$ cat config.mk
export PLATFORM = sky130hd
export DESIGN_NAME = windowed_rms_zero_crossing_unit
export DESIGN_NICKNAME = d
export VERILOG_FILES = /design/src/hdl/wrzc_pkg.sv /design/src/hdl/windowed_rms_zero_crossing_unit.sv
export SDC_FILE = /design/constraint.sdc
export NUM_CORES = 1
export LEC_CHECK = 0
export ABC_AREA = 1
export BUFFER_PORTS_ARGS = -buffer_cell sky130_fd_sc_hd__buf_4
export CORE_ASPECT_RATIO = 0.9
export CORE_MARGIN = 3
export CORE_UTILIZATION = 40
export DETAILED_ROUTE_END_ITERATION = 16
export PLACE_DENSITY = 0.55
export SYNTH_ARGS = -nofsm -noshare
export SYNTH_HDL_FRONTEND = slang
export SYNTH_SLANG_ARGS = --single-unit
$ cat constraint.sdc
create_clock -name clk -period 7.6 [get_ports clk]
set_input_delay 0.38 -clock clk [delete_from_list [all_inputs] [get_ports clk]]
set_output_delay 0.38 -clock clk [all_outputs]
set_load 0.01 [all_outputs]
$ cat src/hdl/wrzc_pkg.sv
package wrzc_pkg;

    localparam int SAMPLE_BITS = 16;                 // width of one channel sample
    localparam int MONO_W      = SAMPLE_BITS + 1;    // sum of two channels
    localparam int MAG_W       = SAMPLE_BITS + 1;    // magnitude of the channel sum
    localparam int SQ_W        = 2 * MAG_W - 1;      // square of the magnitude
    localparam int SUM_W       = 47;                 // window sum of squares
    localparam int CNT_W       = 16;                 // sample and crossing counters
    localparam int LEVEL_W     = 16;                 // rms, rate and peak fields
    localparam int MEAN_W      = 2 * SAMPLE_BITS - 1; // mean square fits below 2^30 + 1
    localparam int RAD_W       = 2 * LEVEL_W;        // radicand of the root unit
    localparam int REM_W       = LEVEL_W + 1;        // partial remainder of the root unit

    localparam int IN_W   = 2 * SAMPLE_BITS;         // tdata of the input stream
    localparam int USER_W = 1;                       // tuser of the input stream
    localparam int OUT_W  = 3 * LEVEL_W;             // tdata of the output stream

    localparam int WIN_W  = 16;
    localparam int CHN_W  = 2;
    localparam int CFG_W  = 16;                      // widest register
    localparam int ADDR_W = 1;

    localparam logic [ADDR_W-1:0] REG_WINDOW_LENGTH = 1'b0;
    localparam logic [ADDR_W-1:0] REG_CHANNEL_COUNT = 1'b1;

    localparam logic [WIN_W-1:0] WINDOW_LENGTH_RESET = 16'd1024;
    localparam logic [CHN_W-1:0] CHANNEL_COUNT_RESET = 2'd1;

    localparam int MUL_STEPS  = MAG_W;               // one multiplier bit a cycle
    localparam int DIV_STEPS  = SUM_W;               // one quotient bit a cycle
    localparam int SQRT_STEPS = LEVEL_W;             // one root bit a cycle
    localparam int STEP_W     = 6;

    typedef enum logic [2:0] {
        ST_IDLE,
        ST_MUL,
        ST_ACC,
        ST_DIV_MEAN,
        ST_DIV_RATE,
        ST_SQRT,
        ST_OUT
    } state_t;

endpackage

$ cat src/hdl/windowed_rms_zero_crossing_unit.sv
// An item that closes no window is accepted, squared by bit-serial shift-add and
// accumulated; an item that closes a window adds two passes of the shared restoring
// division (mean square, then crossing rate) and a digit-by-digit root, and its
// result then waits for a free output slot. No new item is taken until idle again.
// Reset (rst_n low, asynchronous): window length 1024, one channel, all sums,
// counters, previous sign and peak cleared, no result pending.
module windowed_rms_zero_crossing_unit
(
    input  logic                          clk,
    input  logic                          rst_n,
    // input stream
    input  logic                          s_tvalid,
    output logic                          s_tready,
    input  logic [wrzc_pkg::IN_W-1:0]     s_tdata,  // sample_first, sample_second
    input  logic [wrzc_pkg::USER_W-1:0]   s_tuser,  // start_of_clip
    // result stream
    output logic                          m_tvalid,
    input  logic                          m_tready,
    output logic [wrzc_pkg::OUT_W-1:0]    m_tdata,  // rms_level, crossing_rate, peak_rms
    // configuration writes
    input  logic                          cfg_we,
    input  logic [wrzc_pkg::ADDR_W-1:0]   cfg_addr,
    input  logic [wrzc_pkg::CFG_W-1:0]    cfg_wdata
);
    import wrzc_pkg::*;

    // ---------------------------------------------------------------
    // Registers
    // ---------------------------------------------------------------
    state_t state_reg, state_next;

    logic [WIN_W-1:0]   window_length_reg;
    logic [CHN_W-1:0]   channel_count_reg;

    // window state
    logic [SUM_W-1:0]   square_sum_reg;
    logic [CNT_W-1:0]   sample_count_reg;
    logic [CNT_W-1:0]   crossing_count_reg;
    logic               prev_neg_reg;
    logic [LEVEL_W-1:0] peak_level_reg;

    // output slot
    logic               m_tvalid_reg;
    logic [OUT_W-1:0]   m_tdata_reg;

    // per-item scratch
    logic               two_reg;
    logic               window_done_reg;
    logic [STEP_W-1:0]  step_reg;
    logic [MAG_W-1:0]   mcand_reg;
    logic [MAG_W-1:0]   mplier_reg;
    logic [SQ_W-1:0]    prod_reg;
    logic [CNT_W-1:0]   div_rem_reg;
    logic [SUM_W-1:0]   div_quo_reg;
    logic [RAD_W-1:0]   rad_reg;
    logic [REM_W-1:0]   sq_rem_reg;
    logic [LEVEL_W-1:0] root_reg;
    logic [LEVEL_W-1:0] rate_reg;

    // ---------------------------------------------------------------
    // Accept-time arithmetic: mono value, sign change, counters
    // ---------------------------------------------------------------
    logic                     s_xfer;
    logic                     clip_start;
    logic                     two_ch;
    logic signed [MONO_W-1:0] mono;
    logic signed [MONO_W:0]   mono_neg;
    logic [MAG_W-1:0]         mono_mag;
    logic                     mono_neg_flag;
    logic [CNT_W-1:0]         cnt_base;
    logic [CNT_W-1:0]         cross_base;
    logic                     prev_base;
    logic [CNT_W-1:0]         cnt_new;
    logic [CNT_W-1:0]         cross_new;
    logic [WIN_W-1:0]         limit;
    logic                     done_new;

    assign s_xfer     = s_tvalid && s_tready;
    assign clip_start = s_tuser[0];
    assign two_ch     = channel_count_reg[1];
    assign limit      = (window_length_reg == '0) ? WIN_W'(1) : window_length_reg;

    always_comb
    begin
        mono = MONO_W'($signed(s_tdata[SAMPLE_BITS-1:0]));
        if (two_ch)
        begin
            mono = mono + MONO_W'($signed(s_tdata[IN_W-1:SAMPLE_BITS]));
        end
        mono_neg_flag = mono[MONO_W-1];
        mono_neg      = -($signed({mono[MONO_W-1], mono}));
        mono_mag      = mono_neg_flag ? mono_neg[MAG_W-1:0] : mono[MAG_W-1:0];

        // start of clip clears the window before this sample counts
        cnt_base   = clip_start ? '0 : sample_count_reg;
        cross_base = clip_start ? '0 : crossing_count_reg;
        prev_base  = clip_start ? 1'b0 : prev_neg_reg;

        cnt_new   = cnt_base + CNT_W'(1);
        cross_new = (mono_neg_flag != prev_base) ? cross_base + CNT_W'(1) : cross_base;
        done_new  = (cnt_new != '0) && (cnt_new >= limit);
    end

    // ---------------------------------------------------------------
    // Serial datapath steps
    // ---------------------------------------------------------------
    logic [SQ_W-1:0]    prod_step;
    logic [SQ_W-1:0]    sq_add;
    logic [SUM_W-1:0]   sum_new;
    logic [CNT_W:0]     div_trial;
    logic               div_bit;
    logic [CNT_W-1:0]   div_rem_step;
    logic [SUM_W-1:0]   div_quo_step;
    logic [REM_W+1:0]   sq_shift;
    logic [REM_W+1:0]   sq_trial;
    logic               sq_bit;
    logic [REM_W-1:0]   sq_rem_step;
    logic [LEVEL_W-1:0] root_step;
    logic [LEVEL_W-1:0] rate_sat;
    logic [LEVEL_W-1:0] peak_new;
    logic               last_step;

    always_comb
    begin
        // shift-add squaring, multiplier msb first
        prod_step = {prod_reg[SQ_W-2:0], 1'b0}
                  + (mplier_reg[MAG_W-1] ? SQ_W'(mcand_reg) : '0);

        // two channels keep floor(sum^2 / 4)
        sq_add  = two_reg ? (prod_reg >> 2) : prod_reg;
        sum_new = square_sum_reg + SUM_W'(sq_add);

        // restoring division by the sample count, one quotient bit a cycle
        div_trial    = {div_rem_reg, div_quo_reg[SUM_W-1]};
        div_bit      = div_trial >= {1'b0, sample_count_reg};
        div_rem_step = div_bit ? CNT_W'(div_trial - {1'b0, sample_count_reg})
                               : div_trial[CNT_W-1:0];
        div_quo_step = {div_quo_reg[SUM_W-2:0], div_bit};

        // digit-by-digit root, two radicand bits a cycle
        sq_shift    = {sq_rem_reg, rad_reg[RAD_W-1 -: 2]};
        sq_trial    = (REM_W+2)'({root_reg, 2'b01});
        sq_bit      = sq_shift >= sq_trial;
        sq_rem_step = sq_bit ? REM_W'(sq_shift - sq_trial) : sq_shift[REM_W-1:0];
        root_step   = {root_reg[LEVEL_W-2:0], sq_bit};

        // all crossings in the window give 65536: saturate
        rate_sat = (div_quo_step[SUM_W-1:LEVEL_W] != '0) ? '1 : div_quo_step[LEVEL_W-1:0];
        peak_new = (root_reg > peak_level_reg) ? root_reg : peak_level_reg;
    end

    // ---------------------------------------------------------------
    // Control: next state
    // ---------------------------------------------------------------
    logic slot_free;
    assign slot_free = !m_tvalid_reg || m_tready;

    always_comb
    begin
        state_next = state_reg;
        case (state_reg)
            ST_IDLE:
            begin
                if (s_tvalid)
                begin
                    state_next = ST_MUL;
                end
            end
            ST_MUL:
            begin
                if (last_step)
                begin
                    state_next = ST_ACC;
                end
            end
            ST_ACC:
            begin
                state_next = window_done_reg ? ST_DIV_MEAN : ST_IDLE;
            end
            ST_DIV_MEAN:
            begin
                if (last_step)
                begin
                    state_next = ST_DIV_RATE;
                end
            end
            ST_DIV_RATE:
            begin
                if (last_step)
                begin
                    state_next = ST_SQRT;
                end
            end
            ST_SQRT:
            begin
                if (last_step)
                begin
                    state_next = ST_OUT;
                end
            end
            ST_OUT:
            begin
                if (slot_free)
                begin
                    state_next = ST_IDLE;
                end
            end
            default:
            begin
                state_next = ST_IDLE;
            end
        endcase
    end

    // ---------------------------------------------------------------
    // Control: outputs
    // ---------------------------------------------------------------
    logic out_load;

    always_comb
    begin
        s_tready  = 1'b0;
        out_load  = 1'b0;
        last_step = 1'b0;
        case (state_reg)
            ST_IDLE:     s_tready  = 1'b1;
            ST_MUL:      last_step = step_reg == STEP_W'(MUL_STEPS - 1);
            ST_DIV_MEAN: last_step = step_reg == STEP_W'(DIV_STEPS - 1);
            ST_DIV_RATE: last_step = step_reg == STEP_W'(DIV_STEPS - 1);
            ST_SQRT:     last_step = step_reg == STEP_W'(SQRT_STEPS - 1);
            ST_OUT:      out_load  = slot_free;
            default:     s_tready  = 1'b0;
        endcase
    end

    // ---------------------------------------------------------------
    // Control and window state
    // ---------------------------------------------------------------
    always_ff @(posedge clk or negedge rst_n)
    begin
        if (!rst_n)
        begin
            state_reg          <= ST_IDLE;
            window_length_reg  <= WINDOW_LENGTH_RESET;
            channel_count_reg  <= CHANNEL_COUNT_RESET;
            square_sum_reg     <= '0;
            sample_count_reg   <= '0;
            crossing_count_reg <= '0;
            prev_neg_reg       <= 1'b0;
            peak_level_reg     <= '0;
            m_tvalid_reg       <= 1'b0;
        end
        else
        begin
            state_reg <= state_next;

            if (cfg_we)
            begin
                if (cfg_addr == REG_WINDOW_LENGTH)
                begin
                    window_length_reg <= cfg_wdata[WIN_W-1:0];
                end
                if (cfg_addr == REG_CHANNEL_COUNT)
                begin
                    channel_count_reg <= cfg_wdata[CHN_W-1:0];
                end
            end

            if (s_xfer)
            begin
                sample_count_reg   <= cnt_new;
                crossing_count_reg <= cross_new;
                prev_neg_reg       <= mono_neg_flag;
                if (clip_start)
                begin
                    square_sum_reg <= '0;
                    peak_level_reg <= '0;
                end
            end

            if (state_reg == ST_ACC)
            begin
                square_sum_reg <= sum_new;
            end

            // drop the window once its result takes the output slot
            if (out_load)
            begin
                peak_level_reg     <= peak_new;
                square_sum_reg     <= '0;
                sample_count_reg   <= '0;
                crossing_count_reg <= '0;
            end

            if (out_load)
            begin
                m_tvalid_reg <= 1'b1;
            end
            else if (m_tready)
            begin
                m_tvalid_reg <= 1'b0;
            end
        end
    end

    // ---------------------------------------------------------------
    // Datapath scratch: shift registers of the serial units
    // ---------------------------------------------------------------
    always_ff @(posedge clk)
    begin
        case (state_reg)
            ST_IDLE:
            begin
                two_reg         <= two_ch;
                window_done_reg <= done_new;
                mcand_reg       <= mono_mag;
                mplier_reg      <= mono_mag;
                prod_reg        <= '0;
                step_reg        <= '0;
            end
            ST_MUL:
            begin
                prod_reg   <= prod_step;
                mplier_reg <= {mplier_reg[MAG_W-2:0], 1'b0};
                step_reg   <= step_reg + STEP_W'(1);
            end
            ST_ACC:
            begin
                // load the new window sum as dividend
                div_quo_reg <= sum_new;
                div_rem_reg <= '0;
                step_reg    <= '0;
            end
            ST_DIV_MEAN:
            begin
                if (last_step)
                begin
                    // hold the mean square, start the rate division
                    rad_reg     <= RAD_W'(div_quo_step[MEAN_W-1:0]);
                    div_quo_reg <= SUM_W'({crossing_count_reg, LEVEL_W'(0)});
                    div_rem_reg <= '0;
                    step_reg    <= '0;
                end
                else
                begin
                    div_quo_reg <= div_quo_step;
                    div_rem_reg <= div_rem_step;
                    step_reg    <= step_reg + STEP_W'(1);
                end
            end
            ST_DIV_RATE:
            begin
                if (last_step)
                begin
                    rate_reg   <= rate_sat;
                    sq_rem_reg <= '0;
                    root_reg   <= '0;
                    step_reg   <= '0;
                end
                else
                begin
                    div_quo_reg <= div_quo_step;
                    div_rem_reg <= div_rem_step;
                    step_reg    <= step_reg + STEP_W'(1);
                end
            end
            ST_SQRT:
            begin
                sq_rem_reg <= sq_rem_step;
                root_reg   <= root_step;
                rad_reg    <= {rad_reg[RAD_W-3:0], 2'b00};
                step_reg   <= step_reg + STEP_W'(1);
            end
            ST_OUT:
            begin
                if (out_load)
                begin
                    m_tdata_reg <= {peak_new, rate_reg, root_reg};
                end
            end
            default:
            begin
                step_reg <= '0;
            end
        endcase
    end

    assign m_tvalid = m_tvalid_reg;
    assign m_tdata  = m_tdata_reg;

    // ---------------------------------------------------------------
    // Assertions
    // ---------------------------------------------------------------
    a_start_clears_peak: assert property (@(posedge clk) disable iff (!rst_n)
        s_xfer && clip_start |=> peak_level_reg == '0)
        else $error("peak not cleared at start of clip");

    a_cross_le_count: assert property (@(posedge clk) disable iff (!rst_n)
        crossing_count_reg <= sample_count_reg)
        else $error("more crossings than samples in window");

    a_peak_ge_rms: assert property (@(posedge clk) disable iff (!rst_n)
        m_tvalid |-> m_tdata[OUT_W-1 -: LEVEL_W] >= m_tdata[LEVEL_W-1:0])
        else $error("peak below window rms");

    a_rms_range: assert property (@(posedge clk) disable iff (!rst_n)
        m_tvalid |-> m_tdata[LEVEL_W-1:0] <= LEVEL_W'(32768))
        else $error("rms above full scale");

    a_load_only_when_free: assert property (@(posedge clk) disable iff (!rst_n)
        m_tvalid && !m_tready |=> $stable(m_tdata))
        else $error("pending result overwritten");

endmodule
# Word-level counts from Yosys, hierarchy flattened
# Index checks and enable logic that the tools add are counted.
[totals]
regBits = 385
latchBits = 0
ramBits = 0
rom_bits = 0
input_bits = 55
out_inout_bits = 50
wordCells = 134
n_memories = 0
[op_classes]
addsub = 9
mul = 0
div = 0
magnitude_cmp = 4
eq_ne = 17
shifts = 0
n_mux = 52
n_bitwise = 1
reduce_logical = 29
[ops]
columns = ["op", "count"]
rows = [
  ["47-bit 2-to-1 mux", 6],
  ["16-bit 2-to-1 mux", 16],
  ["47-bit case mux with 3 select lines", 1],
  ["17-bit 2-to-1 mux", 5],
  ["17-bit case mux with 2 select lines", 2],
  ["33-bit case mux with 2 select lines", 1],
  ["32-bit case mux with 2 select lines", 1],
  ["16-bit case mux with 3 select lines", 1],
  ["47-bit by 33-bit adder with 47-bit output", 1],
  ["33-bit by 17-bit adder with 33-bit output", 1],
  ["33-bit 2-to-1 mux", 1],
  ["16-bit by 1-bit adder with 16-bit output (second input constant)", 2],
  ["32-bit 2-to-1 mux", 1],
  ["16-bit case mux with 2 select lines", 1],
  ["31-bit nonzero test", 1],
  ["3-bit case mux with 7 select lines", 1],
  ["19-bit by 18-bit greater-or-equal comparator with 1-bit output", 1],
  ["3-bit 2-to-1 mux", 6],
  ["6-bit case mux with 3 select lines", 1],
  ["2-bit AND reduction", 9],
  ["16-bit by 16-bit adder with 17-bit output", 1],
  ["17-bit by 16-bit greater-or-equal comparator with 1-bit output", 1],
  ["17-bit negator", 1],
  ["17-bit subtractor", 1],
  ["other kinds (27)", 49],
]

# Longest topological paths before layout
[depth]
depth_word = 6
ltp_mapped = 21
depth_no_buf = 20

# Least setup slack after synthesis
# No wires, ideal clock.
[synth_timing]
path_kind = "register to register"
from = "register state_reg[1]"
to = "register root_reg[0], enable pin"
setup_time_ps = 469
t_arrival_ps = 3540
t_required_ps = 7131
setup_slack_ps = 3591
stages_incl_launch_ff = 7
path_buffers = 0
synth_period_minus_slack_ps = 4009
path_cell_list = "dfrtp_1 > nor2_1 > nand2_2 > nand2_2 > xnor2_2 > nand4_2 > o21ai_0"
[synth_between]
elab_chain_cells = 5
elab_cells_between_ends = 9
cone_classes = "eq/ne (5); mux (1); reduce/logical (3)"
[synth_rtl]
columns = ["item", "line", "text"]
rows = [
  ["start, declared", "windowed_rms_zero_crossing_unit.sv:30", "state_t state_reg, state_next;"],
  ["start signal, assigned", "windowed_rms_zero_crossing_unit.sv:255", "state_reg <= state_next;"],
  ["3-bit == test or 3-bit by 2-bit == test with 1-bit output (tied branches)", "windowed_rms_zero_crossing_unit.sv:225, windowed_rms_zero_crossing_unit.sv:311", ""],
  ["2-bit OR reduction (no source line)", "n/a", ""],
  ["1-bit case mux with 3 select lines", "windowed_rms_zero_crossing_unit.sv:225", "case (state_reg)"],
  ["2-bit != test (no source line)", "n/a", ""],
  ["2-bit AND reduction (no source line) (*)", "n/a", ""],
  ["end signal, assigned", "windowed_rms_zero_crossing_unit.sv:370", "root_reg <= root_step;"],
  ["end, declared", "windowed_rms_zero_crossing_unit.sv:57", "logic [LEVEL_W-1:0] root_reg;"],
]
# Every way passes the cells marked *; elsewhere a longest branch is shown, timed or not.
# A chain may end at the register's enable or synchronous reset.

# Worst setup path in the final report
[layout_timing]
from = "register two_reg"
to = "register div_quo_reg[18] (data pin)"
[layout_between]
elab_chain_cells = 3
[layout_rtl]
columns = ["item", "line", "text"]
rows = [
  ["start, declared", "windowed_rms_zero_crossing_unit.sv:47", "logic two_reg;"],
  ["start signal, assigned", "windowed_rms_zero_crossing_unit.sv:314", "two_reg <= two_ch;"],
  ["33-bit 2-to-1 mux", "windowed_rms_zero_crossing_unit.sv:130", "sq_add = two_reg ? (prod_reg >> 2) : prod_reg;"],
  ["47-bit by 33-bit adder with 47-bit output", "windowed_rms_zero_crossing_unit.sv:131", "sum_new = square_sum_reg + SUM_W'(sq_add);"],
  ["47-bit case mux with 3 select lines", "windowed_rms_zero_crossing_unit.sv:311", "case (state_reg)"],
  ["end signal, assigned", "windowed_rms_zero_crossing_unit.sv:330", "div_quo_reg <= sum_new;"],
  ["end signal, assigned", "windowed_rms_zero_crossing_unit.sv:340", "div_quo_reg <= SUM_W'({crossing_count_reg, LEVEL_W'(0)});"],
  ["end signal, assigned", "windowed_rms_zero_crossing_unit.sv:346", "div_quo_reg <= div_quo_step;"],
  ["end, declared", "windowed_rms_zero_crossing_unit.sv:54", "logic [SUM_W-1:0] div_quo_reg;"],
]
# Every way passes these cells.

==> impl_metrics.yaml <==
status:
  status: "finished clean"
grt:
  antenna_found_initial: 1
  grt_max_degree: 67
  grt_usage_pct: 21.6
  overflow: 0
  grt_pass1_wl_mm: 110
  grt_pass1_vias: 20200
worst_setup_path:
  path_max_fanout: 63
  worstRegToRegCells: 16
  rrSetupSlack_ns: 3.77
  startpoint_type: "flip-flop"
  worstPathRequired_ns: 7.91
  reg2reg_from: "two_reg$_DFFE_PP_"
  critical_path_class: "reg2reg"
  timing.rr.end: "div_quo_reg[18]$_DFFE_PP_"
  end_kind: "flip-flop"
  cp_data_arrival_time_ns: 4.14
logic_synthesis:
  synth-xor-area-share_pct: 2.64
  syn-cell-area_sq_um: 24200
  synth_cell_types: 56
  muxShareOfSynthArea_pct: 0.0932
  syn-num-nets: 3211
  synth-simple-area-share_pct: 24.5
  synth.avg_cell_area_sq_um: 8.01
  synthAdderAreaFrac_pct: 7.32
  synthArstFlopShare_pct: 30.5
  yosysWarningCount: 0
  synthCells: 3017
  synth_top_family_by_area: "simple AND/OR/NAND/NOR gates"
  synth-seq-area-share_pct: 45.3
  synth-compound-area-share_pct: 12.2
  synth_edf_count: 267
  synthFlopType: "edfxtp_1"
  yosys_register_bits: 384
min_path:
  hp-class: "in2reg"
  hold_end: "window_length_reg[0]$_DFFE_PN0P_"
  hp-start: "cfg_wdata[0]"
  holdPathStages: 2
placed_design:
  place_hpwl_mm: 52.3
  gp_congestion: 0.972
  dpl_cell_area_sq_um: 25700
  port_buffers: 104
detailed_routing:
  first_pass_iters: 6
  viasPerCell: 5.30
  ant_nets: 0
  totalWireLength_mm: 69.1
  vias: 20800
  drt_iter0_markers: 1626
  wl_per_cell_microns: 17.6
  drcViolationCount: 0
timing:
  hold_viol: 0
  grt_setup_unrepaired: "no"
  whs_ns: 0.0477
  slew_headroom_pct: 18.8
  slew_violations: 0
  setup_tns_ns: 0
  skew_ns: 0.0316
  worstMarginPinSlew_ns: 1.21
  fin_crit_sh_pct: 50.3
  fin_crit_ns: 3.83
  report.final.setup_viol: 0
  fmax_mhz: 261
clock_network:
  holdBufCountCts: 4
  cts_buffers: 46
  cts_resized: 0
  cts.path.max_buffers: 3
  cts_tree: "yes"
  h-tree-depth: 2
  clk_pin_slew_ns: 0.06
  clock-sinks: 384
  clkLatencyLatePin_ns: 0.60
  cts_root_buf: "clkbuf_16"
  cts_setup_buffers: 0
layout:
  area_growth_pct: 13.0
  fin_area_sq_um: 27300
  nets: 3308
  final_cell_mix: "nand2_1 (743), inv_1 (403), nor2_1 (267), edfxtp_1 (267), o21ai_0 (218)"
  mostFrequentLayoutCell: "nand2_1"
  drive_gt1_share_pct: 7.81
  largest_reg_flops: 48
  antenna_cells: 0
flow_run:
  cap_viol_max_count: 0
floorplanning:
  rows: 84
  die_x_microns: 265
  core_sq_um: 59100
  start_util_pct: 40.9
  ios: 105
  die_height_microns: 239
  dieArea_sq_um: 63400
pwr:
  power_density_nw_per_um2: 181
  irDropWorstVdd_mv: 0.128
  p_leak_nw: 12.4
synth_stat cells, types with 3 or more instances:
library cell | instances | share of area [%]
a211oi_1 | 8 | 0.25
a21boi_0 | 4 | 0.12
a21o_1 | 10 | 0.31
a21oi_1 | 200 | 4.1
a22oi_1 | 8 | 0.25
a31oi_1 | 11 | 0.28
and2_1 | 19 | 0.49
buf_1 | 3 | 0.047
buf_2 | 18 | 0.37
clkbuf_1 | 49 | 0.76
dfrtp_1 | 116 | 12
edfxtp_1 | 267 | 33
fa_1 | 4 | 0.33
ha_1 | 135 | 7.0
inv_1 | 404 | 6.3
inv_2 | 15 | 0.23
nand2_1 | 743 | 12
nand2_2 | 4 | 0.10
nand3_1 | 209 | 4.3
nand3b_1 | 13 | 0.40
nand4_1 | 44 | 1.1
nor2_1 | 271 | 4.2
nor3_1 | 31 | 0.64
nor3_2 | 3 | 0.12
nor3b_1 | 4 | 0.12
nor4_1 | 20 | 0.52
o211ai_1 | 3 | 0.093
o21a_1 | 9 | 0.28
o21ai_0 | 219 | 4.5
o21ai_1 | 8 | 0.17
o21ai_2 | 3 | 0.11
o21bai_1 | 9 | 0.28
o221ai_1 | 9 | 0.33
o22ai_1 | 30 | 0.78
o31ai_1 | 5 | 0.16
or2_2 | 13 | 0.34
xnor2_1 | 30 | 1.1
xor2_1 | 41 | 1.5
layer usage:
layer | routed length, microns | global-route usage [%] | vias to the layer above
li1 | - | - | 10300
met5 | 0 | 0 | -
met2 | 30000 | 33.7 | 549
met4 | 1970 | 6.91 | 0
met3 | 3800 | 3.29 | 109
met1 | 33300 | 31.1 | 9809
critical path: stages, from the launching register on:
cell      delay (ns)
edfxtp_1        0.32
buf_4           0.45
mux2_2          0.41
ha_1            0.21
fa_1            0.42
nand3_1         0.11
nand2_1         0.10
nand3_1         0.09
nand2_1         0.15
nand2_1         0.10
nand2_1         0.16
a21oi_1         0.35
inv_1           0.13
nand2_1         0.10
nand3b_1        0.13
nand3_1         0.12
o221ai_1        0.15
kinds of logic (layout without fill, tap and decap cells):
group | count (synthesis) | in the layout
and+or+nand+nor | 1385 | 1385
muxes | 2 | 2
DFF | 384 | 384
xor gates and xnor gates | 72 | 72
adders and majority gates | 139 | 139
buffers and inverters | 495 | 629
AOI/OAI and AO/OA | 540 | 540
worst max-delay path by stage:
stage / startpoint / endpoint / slack (ns)
after floorplan: state_reg[1]$_DFFE_PN0P_ / root_reg[0]$_SDFFCE_PP0P_ / 3.59
after global placement: two_reg$_DFFE_PP_ / div_quo_reg[18]$_DFFE_PP_ / 3.85
after detailed placement: two_reg$_DFFE_PP_ / div_quo_reg[18]$_DFFE_PP_ / 3.81
after CTS: two_reg$_DFFE_PP_ / div_quo_reg[18]$_DFFE_PP_ / 3.80
after global routing: state_reg[2]$_DFFE_PN0P_ / sample_count_reg[13]$_DFFE_PN0P_ / 3.50
final: two_reg$_DFFE_PP_ / div_quo_reg[18]$_DFFE_PP_ / 3.77
stage by stage:
stage / setup WS, ns / cells / total power, mW / util (%)
floorplan: 3.59 / 3017 / 2.60 / -
global placement: 3.85 / 3836 / 2.72 / 43.5
detailed placement: 3.81 / 3836 / 2.73 / 43.5
CTS: 3.80 / 3925 / 5.01 / 46.2
global route: 3.50 / 3925 / 5.15 / 46.2
finish: 3.77 / 3925 / 4.94 / 46.2
report_power, final:
group	total [mW]	internal, mW	switching (mW)
clock network	2.25	1.32	0.922
registers	2.27	2.26	0.00967
logic	0.421	0.143	0.278
total	4.94	3.73	1.21
cell type report:
type | count | area [sq um]
inverter | 420 | 1580
fill | 5835 | 31800
sequential | 384 | 10900
multi-input combinational | 2138 | 11300
clock inverter | 25 | 302
clock buffer | 60 | 1230
timing repair buffer | 124 | 941
tap | 774 | 968
No activity file was read; power rests on OpenSTA's default activity.
